==> config.mk <==
export PLATFORM = sky130hd
export DESIGN_NAME = schedule_entry_selector_top_flat
export DESIGN_NICKNAME = d
export VERILOG_FILES = /design/src/hw/rtl/sesel_pkg.sv /design/src/hw/rtl/sesel_in_if.sv /design/src/hw/rtl/sesel_out_if.sv /design/src/hw/rtl/schedule_entry_selector_top.sv /design/src/hw/rtl/sesel_ctrl.sv /design/src/hw/rtl/sesel_dp.sv /design/src/flat_wrapper.sv
export SDC_FILE = /design/constraint.sdc
export NUM_CORES = 2
export LEC_CHECK = 0
export BUFFER_PORTS_ARGS = -buffer_cell sky130_fd_sc_hd__buf_2
export CAP_MARGIN = 0
export CORE_ASPECT_RATIO = 1.5
export CORE_MARGIN = 5
export CORE_UTILIZATION = 45
export CTS_CLUSTER_DIAMETER = 40
export DETAILED_ROUTE_END_ITERATION = 7
export PLACE_DENSITY = 0.73
export SYNTH_ARGS = -nofsm -noshare
export SYNTH_HDL_FRONTEND = slang
export SYNTH_SLANG_ARGS = --single-unit
==> constraint.sdc <==
create_clock -name clk -period 4.8 [get_ports clk]
set_input_delay 0.96 -clock clk [delete_from_list [all_inputs] [get_ports clk]]
set_output_delay 0.96 -clock clk [all_outputs]
set_load 0.005 [all_outputs]
==> src/hw/rtl/sesel_pkg.sv <==
// Package: shared types and constants of the schedule entry selector.
package sesel_pkg;

	localparam int unsigned KindWidth     = 1;
	localparam int unsigned IndexWidth    = 6;
	localparam int unsigned TimeWidth     = 32;
	localparam int unsigned DurWidth      = 16;
	localparam int unsigned PrioReqWidth  = 8;
	localparam int unsigned CountWidth    = 7;
	localparam int unsigned SecPerMinute  = 60;
	// Widest duration in seconds: 16-bit minutes times 60 fits in 22 bits.
	localparam int unsigned DurSecWidth   = 22;
	localparam int unsigned EndWidth      = TimeWidth + 1;

	localparam logic [KindWidth-1:0] KIND_LOAD   = 1'b0;
	localparam logic [KindWidth-1:0] KIND_SELECT = 1'b1;

	typedef enum logic [1:0] {
		ST_IDLE,
		ST_ISSUE,
		ST_DRAIN
	} state_t;

	typedef struct packed {
		logic load_we;
		logic scan_start;
		logic scan_step;
		logic out_load;
	} cmd_t;

	typedef struct packed {
		logic issue_done;
		logic pipe_busy;
		logic out_free;
	} sts_t;

endpackage

==> src/hw/rtl/sesel_in_if.sv <==
// Interface: input item channel.
interface sesel_in_if;
	logic                                   valid;
	logic                                   ready;
	logic [sesel_pkg::KindWidth-1:0]        kind;
	logic [sesel_pkg::IndexWidth-1:0]       entry_index;
	logic [sesel_pkg::TimeWidth-1:0]        start_time;
	logic [sesel_pkg::DurWidth-1:0]         window_min;
	logic [sesel_pkg::PrioReqWidth-1:0]     priority_req;
	logic [sesel_pkg::TimeWidth-1:0]        now_time;

	modport source (
		output valid, kind, entry_index, start_time, window_min, priority_req, now_time,
		input  ready
	);
	modport sink (
		input  valid, kind, entry_index, start_time, window_min, priority_req, now_time,
		output ready
	);
endinterface

==> src/hw/rtl/sesel_out_if.sv <==
// Interface: result item channel.
interface sesel_out_if;
	logic                             valid;
	logic                             ready;
	logic [sesel_pkg::IndexWidth-1:0] best_index;

	modport source (output valid, best_index, input ready);
	modport sink   (input valid, best_index, output ready);
endinterface

==> src/hw/rtl/schedule_entry_selector_top.sv <==
// Top level: schedule entry selector with entry table and priority scan.
// A load transfer writes its entry in the accept cycle and gives no result.
// A select reads N = min(entry_count, MAX_ENTRIES) entries through the read and compare stages,
// then waits in drain until the pipeline is empty and the previous result has been taken.
// No new item is accepted until a select has loaded its result; the scan reads one entry per cycle.
// Reset (arst_n low, asynchronous) clears entry_count and control state; table contents stay.
module schedule_entry_selector_top #(
	parameter int unsigned MAX_ENTRIES   = 64,
	parameter int unsigned PRIORITY_BITS = 8
) (
	input  logic                             clk,
	input  logic                             arst_n,
	input  logic                             cfg_wr_en,
	input  logic [sesel_pkg::CountWidth-1:0] cfg_wr_data,
	sesel_in_if.sink                         in_ch,
	sesel_out_if.source                      out_ch
);

	// Command and status between the controller and the datapath.
	// A new item is accepted while the previous result still waits in the output register.
	sesel_pkg::cmd_t cmd;
	sesel_pkg::sts_t sts;

	// Controller: owns input ready; decides load, scan and result hand-off.
	sesel_ctrl u_ctrl (
		.clk      (clk),
		.arst_n   (arst_n),
		.in_valid (in_ch.valid),
		.in_kind  (in_ch.kind),
		.in_ready (in_ch.ready),
		.sts      (sts),
		.cmd      (cmd)
	);

	// Datapath: table memory, three-step compare pipeline and the output register.
	sesel_dp #(
		.MAX_ENTRIES   (MAX_ENTRIES),
		.PRIORITY_BITS (PRIORITY_BITS)
	) u_dp (
		.clk          (clk),
		.arst_n       (arst_n),
		.cmd          (cmd),
		.sts          (sts),
		.cfg_wr_en    (cfg_wr_en),
		.cfg_wr_data  (cfg_wr_data),
		.entry_index  (in_ch.entry_index),
		.start_time   (in_ch.start_time),
		.window_min   (in_ch.window_min),
		.priority_req (in_ch.priority_req),
		.now_time     (in_ch.now_time),
		.out_valid    (out_ch.valid),
		.out_ready    (out_ch.ready),
		.best_index   (out_ch.best_index)
	);

endmodule

==> src/hw/rtl/sesel_ctrl.sv <==
// Controller: sequences entry loads, the table scan and result hand-off.
module sesel_ctrl (
	input  logic                            clk,
	input  logic                            arst_n,
	input  logic                            in_valid,
	input  logic [sesel_pkg::KindWidth-1:0] in_kind,
	output logic                            in_ready,
	input  sesel_pkg::sts_t                 sts,
	output sesel_pkg::cmd_t                 cmd
);

	sesel_pkg::state_t state_q;
	sesel_pkg::state_t state_d;

	always_ff @(posedge clk or negedge arst_n) begin
		if (!arst_n) begin
			state_q <= sesel_pkg::ST_IDLE;
		end else begin
			state_q <= state_d;
		end
	end

	always_comb begin
		state_d  = state_q;
		cmd      = '0;
		in_ready = 1'b0;
		case (state_q)
			sesel_pkg::ST_IDLE: begin
				in_ready = 1'b1;
				if (in_valid) begin
					if (in_kind == sesel_pkg::KIND_SELECT) begin
						cmd.scan_start = 1'b1;
						state_d        = sesel_pkg::ST_ISSUE;
					end else begin
						cmd.load_we = 1'b1;
					end
				end
			end
			sesel_pkg::ST_ISSUE: begin
				if (sts.issue_done) begin
					state_d = sesel_pkg::ST_DRAIN;
				end else begin
					cmd.scan_step = 1'b1;
				end
			end
			sesel_pkg::ST_DRAIN: begin
				// Wait for the compare pipeline to empty and the output slot to free up.
				if (!sts.pipe_busy && sts.out_free) begin
					cmd.out_load = 1'b1;
					state_d      = sesel_pkg::ST_IDLE;
				end
			end
			default: begin
				state_d = sesel_pkg::ST_IDLE;
			end
		endcase
	end

	a_load_only_idle: assert property (@(posedge clk) disable iff (!arst_n)
		cmd.load_we |-> state_q == sesel_pkg::ST_IDLE)
		else $error("entry load outside idle");

	a_issue_to_drain: assert property (@(posedge clk) disable iff (!arst_n)
		(state_q == sesel_pkg::ST_ISSUE && sts.issue_done) |=> state_q == sesel_pkg::ST_DRAIN)
		else $error("scan did not move to drain");

	a_out_load_free: assert property (@(posedge clk) disable iff (!arst_n)
		cmd.out_load |-> (sts.out_free && !sts.pipe_busy))
		else $error("result loaded into busy output");

endmodule

==> src/hw/rtl/sesel_dp.sv <==
// Datapath: entry table memory, scan counter, scope/priority pipeline, output register.
module sesel_dp #(
	parameter int unsigned MAX_ENTRIES   = 64,
	parameter int unsigned PRIORITY_BITS = 8
) (
	input  logic                               clk,
	input  logic                               arst_n,
	input  sesel_pkg::cmd_t                    cmd,
	output sesel_pkg::sts_t                    sts,
	input  logic                               cfg_wr_en,
	input  logic [sesel_pkg::CountWidth-1:0]   cfg_wr_data,
	input  logic [sesel_pkg::IndexWidth-1:0]   entry_index,
	input  logic [sesel_pkg::TimeWidth-1:0]    start_time,
	input  logic [sesel_pkg::DurWidth-1:0]     window_min,
	input  logic [sesel_pkg::PrioReqWidth-1:0] priority_req,
	input  logic [sesel_pkg::TimeWidth-1:0]    now_time,
	output logic                               out_valid,
	input  logic                               out_ready,
	output logic [sesel_pkg::IndexWidth-1:0]   best_index
);

	localparam int unsigned AW = (MAX_ENTRIES > 1) ? $clog2(MAX_ENTRIES) : 1;
	localparam int unsigned MW = sesel_pkg::TimeWidth + sesel_pkg::DurWidth + PRIORITY_BITS;
	localparam int unsigned TW = sesel_pkg::TimeWidth;
	localparam int unsigned DW = sesel_pkg::DurWidth;
	localparam int unsigned CW = sesel_pkg::CountWidth;

	logic [MW-1:0] mem [MAX_ENTRIES];

	logic [CW-1:0]  entry_count_q;
	logic [CW-1:0]  count_sat;
	logic [CW-1:0]  cnt_q;
	logic [TW-1:0]  now_q;

	logic                     v_s1;
	logic [MW-1:0]            rd_s1;
	logic [AW-1:0]            idx_s1;

	logic                     v_s2;
	logic                     hit_s2;
	logic [PRIORITY_BITS-1:0] prio_s2;
	logic [AW-1:0]            idx_s2;

	logic [AW-1:0]            best_q;
	logic [PRIORITY_BITS-1:0] best_prio_q;
	logic                     out_valid_q;
	logic [sesel_pkg::IndexWidth-1:0] out_index_q;

	logic [TW-1:0]                      rd_start;
	logic [DW-1:0]                      rd_dur;
	logic [PRIORITY_BITS-1:0]           rd_prio;
	logic [sesel_pkg::DurSecWidth-1:0]  dur_sec;
	logic [sesel_pkg::EndWidth-1:0]     end_time;
	logic                               in_scope;

	always_comb begin
		if (32'(entry_count_q) > MAX_ENTRIES) begin
			count_sat = CW'(MAX_ENTRIES);
		end else begin
			count_sat = entry_count_q;
		end
	end

	always_ff @(posedge clk or negedge arst_n) begin
		if (!arst_n) begin
			entry_count_q <= '0;
		end else if (cfg_wr_en) begin
			entry_count_q <= cfg_wr_data;
		end
	end

	// Table write on load, registered read on scan step.
	always_ff @(posedge clk) begin
		if (cmd.load_we && (32'(entry_index) < MAX_ENTRIES)) begin
			mem[AW'(entry_index)] <= {start_time, window_min, PRIORITY_BITS'(priority_req)};
		end
		if (cmd.scan_step) begin
			rd_s1 <= mem[AW'(cnt_q)];
		end
	end

	always_ff @(posedge clk or negedge arst_n) begin
		if (!arst_n) begin
			cnt_q <= '0;
			v_s1  <= 1'b0;
			v_s2  <= 1'b0;
		end else begin
			v_s1 <= cmd.scan_step;
			v_s2 <= v_s1;
			if (cmd.scan_start) begin
				cnt_q <= '0;
			end else if (cmd.scan_step) begin
				cnt_q <= cnt_q + CW'(1);
			end
		end
	end

	always_ff @(posedge clk) begin
		if (cmd.scan_start) begin
			now_q <= now_time;
		end
		if (cmd.scan_step) begin
			idx_s1 <= AW'(cnt_q);
		end
	end

	assign rd_start = rd_s1[MW-1 -: TW];
	assign rd_dur   = rd_s1[PRIORITY_BITS +: DW];
	assign rd_prio  = rd_s1[PRIORITY_BITS-1:0];
	// Minutes to seconds: times 64 minus times 4.
	assign dur_sec  = (sesel_pkg::DurSecWidth'(rd_dur) << 6)
		- (sesel_pkg::DurSecWidth'(rd_dur) << 2);
	assign end_time = sesel_pkg::EndWidth'(rd_start) + sesel_pkg::EndWidth'(dur_sec);
	assign in_scope = (now_q >= rd_start)
		&& ((rd_dur == '0) || (sesel_pkg::EndWidth'(now_q) <= end_time));

	always_ff @(posedge clk) begin
		hit_s2  <= in_scope;
		prio_s2 <= rd_prio;
		idx_s2  <= idx_s1;
		if (cmd.scan_start) begin
			best_q      <= '0;
			best_prio_q <= '0;
		end else if (v_s2 && hit_s2 && (prio_s2 >= best_prio_q)) begin
			best_q      <= idx_s2;
			best_prio_q <= prio_s2;
		end
		if (cmd.out_load) begin
			out_index_q <= sesel_pkg::IndexWidth'(best_q);
		end
	end

	always_ff @(posedge clk or negedge arst_n) begin
		if (!arst_n) begin
			out_valid_q <= 1'b0;
		end else if (cmd.out_load) begin
			out_valid_q <= 1'b1;
		end else if (out_ready) begin
			out_valid_q <= 1'b0;
		end
	end

	assign out_valid      = out_valid_q;
	assign best_index     = out_index_q;
	assign sts.issue_done = (cnt_q == count_sat);
	assign sts.pipe_busy  = v_s1 || v_s2;
	assign sts.out_free   = !out_valid_q || out_ready;

	a_pipe_follows: assert property (@(posedge clk) disable iff (!arst_n)
		v_s2 |-> $past(v_s1))
		else $error("compare stage valid without read stage");

	a_scan_bound: assert property (@(posedge clk) disable iff (!arst_n)
		cmd.scan_step |-> (cnt_q < count_sat))
		else $error("scan stepped past entry count");

	a_out_hold: assert property (@(posedge clk) disable iff (!arst_n)
		(out_valid_q && !out_ready) |=> (out_valid_q && $stable(out_index_q)))
		else $error("waiting result changed before transfer");

endmodule

==> src/flat_wrapper.sv <==
// flat-port wrapper written by rule: the top's interface ports become plain ports
module schedule_entry_selector_top_flat 
#(
	parameter int unsigned MAX_ENTRIES   = 64,
	parameter int unsigned PRIORITY_BITS = 8
)
  (clk, arst_n, cfg_wr_en, cfg_wr_data, in_ch_valid, in_ch_kind, in_ch_entry_index, in_ch_start_time, in_ch_window_min, in_ch_priority_req, in_ch_now_time, in_ch_ready, out_ch_valid, out_ch_best_index, out_ch_ready);
  sesel_in_if in_ch_i ();
  sesel_out_if out_ch_i ();
  input  logic clk;
  input  logic arst_n;
  input  logic cfg_wr_en;
  input  logic [sesel_pkg::CountWidth-1:0] cfg_wr_data;
  input wire logic [$bits(in_ch_i.valid)-1:0] in_ch_valid;
  input wire logic [$bits(in_ch_i.kind)-1:0] in_ch_kind;
  input wire logic [$bits(in_ch_i.entry_index)-1:0] in_ch_entry_index;
  input wire logic [$bits(in_ch_i.start_time)-1:0] in_ch_start_time;
  input wire logic [$bits(in_ch_i.window_min)-1:0] in_ch_window_min;
  input wire logic [$bits(in_ch_i.priority_req)-1:0] in_ch_priority_req;
  input wire logic [$bits(in_ch_i.now_time)-1:0] in_ch_now_time;
  output wire logic [$bits(in_ch_i.ready)-1:0] in_ch_ready;
  output wire logic [$bits(out_ch_i.valid)-1:0] out_ch_valid;
  output wire logic [$bits(out_ch_i.best_index)-1:0] out_ch_best_index;
  input wire logic [$bits(out_ch_i.ready)-1:0] out_ch_ready;
  assign in_ch_i.valid = in_ch_valid;
  assign in_ch_i.kind = in_ch_kind;
  assign in_ch_i.entry_index = in_ch_entry_index;
  assign in_ch_i.start_time = in_ch_start_time;
  assign in_ch_i.window_min = in_ch_window_min;
  assign in_ch_i.priority_req = in_ch_priority_req;
  assign in_ch_i.now_time = in_ch_now_time;
  assign in_ch_ready = in_ch_i.ready;
  assign out_ch_valid = out_ch_i.valid;
  assign out_ch_best_index = out_ch_i.best_index;
  assign out_ch_i.ready = out_ch_ready;
  schedule_entry_selector_top #(.MAX_ENTRIES(MAX_ENTRIES), .PRIORITY_BITS(PRIORITY_BITS)) u_core (.clk(clk), .arst_n(arst_n), .cfg_wr_en(cfg_wr_en), .cfg_wr_data(cfg_wr_data), .in_ch(in_ch_i), .out_ch(out_ch_i));
endmodule
# Word level (Yosys, flattened, before mapping)
# Memory sizes are Yosys's and may differ from the RTL's. A register that Yosys moved wholly into a read port is not among the register bits.
# Cells that the tools add are included.
dict set report word_totals {
  register_bits 92
  n_memories 1
  elab_cells 64
  input_bits 107
  output_inout_bits 8
  mem_bits_rw 3584
}
# memory words word_bits rd rd_ports_with_merged_regs write_ports line_no
set mem_list {}
lappend mem_list {u_core.u_dp.mem 64 56 1 1 1 sesel_dp.sv:28} ;# logic [MW-1:0] mem [MAX_ENTRIES];
dict set report classes {
  n_eq_ne 7
  n_lt_le_gt_ge 4
  n_addsub 3
  n_reduce_logical 14
  mux 21
}
# operator count
set ops {}
lappend ops {{adder 32 x 22 -> 33 bit} 1}
lappend ops {{<= comparator 32 x 33 -> 1 bit} 1}
lappend ops {{>= comparator 32 bit} 1}
lappend ops {{subtractor 22 x 18 -> 22 bit} 1}
lappend ops {{two-way mux 7 bit} 3}
lappend ops {{zero test 16 bit} 1}
lappend ops {{two-way mux 2 bit} 6}
lappend ops {{two-way mux 1 bit} 11}
lappend ops {{>= comparator 8 bit} 1}
lappend ops {{adder 7 x 1 -> 7 bit, second input constant} 1}
lappend ops {{equality test 7 bit} 1}
lappend ops {{> comparator 7 bit, second input constant} 1}
lappend ops {{inequality test 2 bit, second input constant} 3}
lappend ops {{case mux 2 bit (3 select lines)} 1}
lappend ops {{logical AND 1 bit} 4}
lappend ops {{AND reduction 4 bit} 1}
lappend ops {{nonzero test 2 bit} 2}
lappend ops {{logical OR 1 bit} 3}
lappend ops {{equality test 2 x 1 -> 1 bit, second input constant} 1}
lappend ops {{equality test 2 bit, second input constant} 1}
lappend ops {{zero test 1 bit} 2}
lappend ops {{zero test 2 bit} 1}
lappend ops {{inequality test 2 x 1 -> 1 bit, second input constant} 1}

# Logic depth before layout (Yosys ltp)
dict set report depth {
  word_depth 7
  ltp_mapped 25
  ltp_nobuf 25
}

# By module
# From an unflattened synthesis, not the netlist that was laid out.
dict set report unflattened {
  cells_unflattened 5846
  hier_area_um2 143945.6
}
# mod cells_each instances seq_area_each_um2 area_per_inst_um2
set by_module_without_submodules {}
lappend by_module_without_submodules {sesel_dp 5834 1 111632.1 143822.9}
lappend by_module_without_submodules {sesel_ctrl 12 1 50.0 122.6}

# Least setup slack after synthesis
# Ideal clock, no wire load.
dict set report synth_timing {
  path_type {reg-to-reg}
  start {register u_core.u_dp.rd_s1[9], read port of u_core.u_dp.mem}
  end {register u_core.u_dp.hit_s2}
  slack_ns -0.483
  t_arrival_ns 5.204
  period_less_slack_ns 5.283
  stages_incl_launch_ff 23
  required_ns 4.721
  setup_ns 0.079
  n_path_buf 0
  cell_sequence {edfxtp_1 > ha_1 > a21o_1 > a31o_2 > a211o_1 > a2111o_1 > a31oi_1 > o21bai_1 > xnor2_1 > ha_1 > a21oi_1 > o21ai_0 > a211o_1 > o21ba_2 > o21a_1 > o2111ai_1 > xnor2_1 > ha_1 > and3_1 > nand2_1 > or4_1 > o311a_1 > a22oi_1}
}
dict set report synth_between {
  elab_chain_len 5
  word_cells_on_any_way 6
  classes_between {2 x add/sub; 1 x order compare; 3 x reduce/logical}
}
# item line_no
set synth_lines {}
lappend synth_lines {{from (decl)} sesel_dp.sv:36} ;# logic [MW-1:0] rd_s1;
lappend synth_lines {{subtractor 22 x 18 -> 22 bit} sesel_dp.sv:112} ;# - (sesel_pkg::DurSecWidth'(rd_dur) << 2);
lappend synth_lines {{adder 32 x 22 -> 33 bit} sesel_dp.sv:113} ;# assign end_time = sesel_pkg::EndWidth'(rd_start) + sesel_pkg::EndWidth'(dur_sec);
lappend synth_lines {{<= comparator 32 x 33 -> 1 bit} sesel_dp.sv:115} ;# && ((rd_dur == '0) || (sesel_pkg::EndWidth'(now_q) <= end_time));
lappend synth_lines {{logical OR 1 bit *} sesel_dp.sv:115}
lappend synth_lines {{logical AND 1 bit *} sesel_dp.sv:115}
lappend synth_lines {{named net u_core.u_dp.in_scope} sesel_dp.sv:54} ;# logic in_scope;
lappend synth_lines {{to (signal assigned)} sesel_dp.sv:118} ;# hit_s2 <= in_scope;
lappend synth_lines {{to (decl)} sesel_dp.sv:40} ;# logic hit_s2;
# The timed path passes the listed nets; every way through them passes the cells marked *.
# A chain may end at the register's enable or synchronous reset.

# Worst setup path after layout
dict set report layout_timing {
  start {register u_core.u_dp.rd_s1[13], read port of u_core.u_dp.mem}
  end {register u_core.u_dp.hit_s2}
}
# Same word-level chain as after synthesis.

==> flow_summary.toml <==
[sta]
final-hold-violation-count = 0
slew_viol_final = 0
setup_slack_ns = -0.7276
timing.fmax_mhz = 180.9
relSlewSlack_pct = 12.47
post-route-period-util_pct = 115.2
setup_viol = 1
finalCriticalPeriod_ns = 5.528
finalClockSkew_ns = 0.07266
worst_slew_pin_slew_ns = 1.301
rsz0062_at_grt = "yes"

[synthesis]
ys_ff_latch = 3732
synth_edf_count = 3684
syn_inst = 5841
ys_seq_area_share_pct = 77.66
avgSynthCellArea_um2 = 24.62
synth_async_sr_flop_share_pct = 0.5091
synthTopCellsByArea = "edfxtp_1 77%, mux4_2 18%, ha_1 0.91%"
synth_top_cell_by_area = "edfxtp_1"
synth_fp_nets = 6054
synth_top_flop_cell = "edfxtp_1"
ys_types = 65
synth.top_cell.area_share_pct = 76.93
netlist_area_um2 = 143800
yosys_warnings = 0

[power_and_ir_drop]
p_switching_mw = 26.97
peakVddDrop_v = 0.0005940
powerDensity_nw_per_um2 = 566.5
leakagePower_nw = 50.87
p_clk_share_pct = 28.3
pwr-share-seq_pct = 40.2
p_total_mw = 92.98
p_int_mw = 66.00
p_sw_share_pct = 29.01
pwr-share-comb_pct = 31.6

[placement]
numPortBuffers = 114
gp_congestion = 0.8755
place_hpwl_mm = 212.1
preCtsSetupSlack_ns = -0.8993

[clock_tree]
cts_tree = "yes"
cts.reportedPaths.clkPinSlew_ns = 0.07
clockBufferDepth = 4
cts.sinks = 3732
cts-root-buf = "clkbuf_16"
cts_made_buffers = 327
hold_buffers = 0
clk_latency_ns = 0.92
cts.htree.levels = 5

[outcome]
violations = "negative setup slack"
outcome = "complete, but fails checks"

[routing]
ant_nets = 0
routedWlPerCell_um = 36.23
vias = 69279
wirelength_mm = 393.6
drc_errors = 0
dr.pass1.iters = 5
drt_iter0_markers = 9601
vias_per_cell = 6.378

[setup_path]
arrival_ns = 6.31
start_kind = "register"
critPathRequiredTime_ns = 5.58
setup.worst_path.end_class = "register"
cp_max_fo = 5
setup.worst_path.class = "reg -> reg"

[flow_run]
maxCapViolCount = 0

[cells_and_area]
n_fill_cell = 23415
drive_above_1_share_pct = 34.02
area_delta_synth_final_pct = 14.13
final_util_pct = 51.49
num-nets-final = 6582

[die]
chipWidth_um = 471.6
fp.dieH_um = 702.3
num_rows = 254
start_util_pct = 45.11
die_area_um2 = 331200
core_um2 = 318800
io_pins = 115

[global_route]
grt_pass1_wl_mm = 547.4
antenna_found_initial = 40
grt_pass1_vias = 70315
grt_max_degree = 91
globalRouteOverflowTotal = 0
grt_usage_pct = 23.51

[hold_path]
hold_class = "in -> async"
-- sequential cells by signal, indices dropped and copies added (netlist names), 2 cells and up --
name	flops
u_core.u_dp.cnt_q	7
u_core.u_dp.idx_s1	6
u_core.u_dp.best_index	6
u_core.u_dp.idx_s2	6
u_core.u_dp.best_prio_q	8
u_core.u_dp.rd_s1	56
u_core.u_dp.best_q	6
u_core.u_dp.now_q	32
u_core.u_ctrl.state_q	2
u_core.u_dp.mem	3584
u_core.u_dp.entry_count_q	7
u_core.u_dp.prio_s2	8
-- layout by cell type (no fill, tap or decap), types with 15 or more instances in the layout --
cell / count
edfxtp_1: 3684
mux4_2: 1176
clkbuf_16: 333
buf_4: 227
buf_12: 136
buf_2: 114
ha_1: 103
nor2_4: 65
inv_1: 64
clkinv_1: 55
nand2_1: 49
clkinv_2: 49
clkbuf_1: 43
a21oi_1: 40
o21ai_0: 39
nand3_1: 34
xnor2_1: 32
nor2_1: 29
bufinv_16: 29
dfxtp_1: 29
inv_6: 26
a21o_1: 21
clkinvlp_4: 19
diode_2: 16
clkinv_4: 15
-- final timing paths --
path | start | to | slack, ns | cells after the start
min in group clk | in_ch_now_time[16] | u_core.u_dp.now_q[16] | 0.25 | 1
min | arst_n | u_core.u_dp.out_valid | 0.05 | 1
max in group asynchronous | arst_n | u_core.u_dp.cnt_q[0] | 4.39 | 1
max | u_core.u_dp.rd_s1[13] | u_core.u_dp.hit_s2 | -0.73 | 24
max reg2reg | u_core.u_dp.rd_s1[13] | u_core.u_dp.hit_s2 | -0.73 | 24
min reg2reg | u_core.u_dp.idx_s1[3] | u_core.u_dp.idx_s2[3] | 0.34 | 0
-- routing by layer --
metal	part of all wire (%)	vias up	track usage, %
li1	-	26378	-
met2	51	4697	39.99
met1	33	37085	28.83
met4	6.0	26	11.87
met3	10	1093	4.749
met5	0.040	-	0
-- synth_stat cells (3+ instances only) --
library cell  instances
a211o_1               5
a211oi_1              7
a21o_1               21
a21oi_1              43
a31oi_1               6
and2_1                3
and3_1               12
and4_1                3
buf_1                40
buf_2                79
buf_4                22
clkbuf_1            137
dfrtp_1              19
dfxtp_1              29
edfxtp_1           3684
ha_1                105
inv_1                66
mux2_2                6
mux2i_1               5
mux4_2             1176
nand2_1              51
nand2b_1             11
nand3_1              35
nand3b_1              3
nand4_1              12
nor2_1               95
nor2b_1               7
nor3_1                8
nor4_1                5
o2111ai_1             3
o211ai_1              3
o21a_1                3
o21ai_0              44
o31ai_1               7
or4_1                 3
xnor2_1              33
xor2_1               11
-- worst max-delay path, stage by stage, from the launching register on --
cell and delay (ns):
edfxtp_1 0.44, inv_2 0.11, ha_4 0.21, a21o_1 0.19
a31o_4 0.23, a211o_1 0.28, a2111o_1 0.41, a31oi_2 0.17
o21bai_1 0.10, xnor2_1 0.13, ha_1 0.32, a21oi_2 0.14
o21ai_2 0.08, a211o_1 0.31, o21ba_4 0.21, o21a_4 0.22
o2111ai_2 0.17, xnor2_1 0.09, ha_1 0.32, and3_4 0.21
nand2_2 0.07, or4_4 0.49, o221ai_2 0.17, o311a_1 0.23
a22oi_2 0.09
-- layout make-up --
cell class	count	area [µm²]	share of cell area, %
Sequential cell	3732	111700	68.06
Multi-Input combinational cell	1764	31310	19.08
Clock buffer	376	8494	5.176
Tap cell	4224	5285	3.220
Timing Repair Buffer	478	5009	3.052
Clock inverter	207	2036	1.240
Inverter	66	247.7	0.1509
Antenna cell	16	40.04	0.02440
-- through the flow --
| stage | setup TNS (ns) | cells | area (µm²) | hold WS (ns) |
|---|---|---|---|---|
| floorplan | -0.3470 | 5841 | 143800 | 0.3233 |
| global placement | -0.7943 | 10261 | 153400 | 0.3251 |
| detailed placement | -0.8993 | 10261 | 153400 | 0.3285 |
| CTS | -0.7724 | 10846 | 164000 | 0.004759 |
| global route | -0.9145 | 10850 | 164100 | 0.07215 |
| finish | -0.7276 | 10863 | 164100 | 0.05194 |
-- cell families (layout without fill, tap and decap cells) --
logic type	after synthesis	after routing	share of synthesized area, %
and+or+nand+nor	257	257	0.8448
other	0	16	0
xor gates and xnor gates	44	44	0.2680
DFF	3732	3732	77.66
AOI/OAI and AO/OA	170	170	0.7648
buffers and inverters	345	1127	1.032
muxes	1187	1187	18.50
adders and majority gates	106	106	0.9275
-- power by group through the flow --
stage               Combinational, mW  Clock [mW]  Sequential (mW)
floorplan                        19.8           0             37.5
global placement                 28.6           0             38.0
detailed placement               29.0           0             38.0
CTS                              29.4        26.5             37.3
global route                     31.3        28.0             37.4
finish                           29.4        26.3             37.4
-- what timing repair did --
| item | CTS | global route |
|---|---|---|
| buffers inserted | 2 | 1 |
| gates cloned | 0 | 0 |
| pin swaps | 13 | 9 |
| setup endpoints to repair | 1 | 1 |
| gates resized for setup | 13 | 22 |
(Power assumes the default switching activity.)
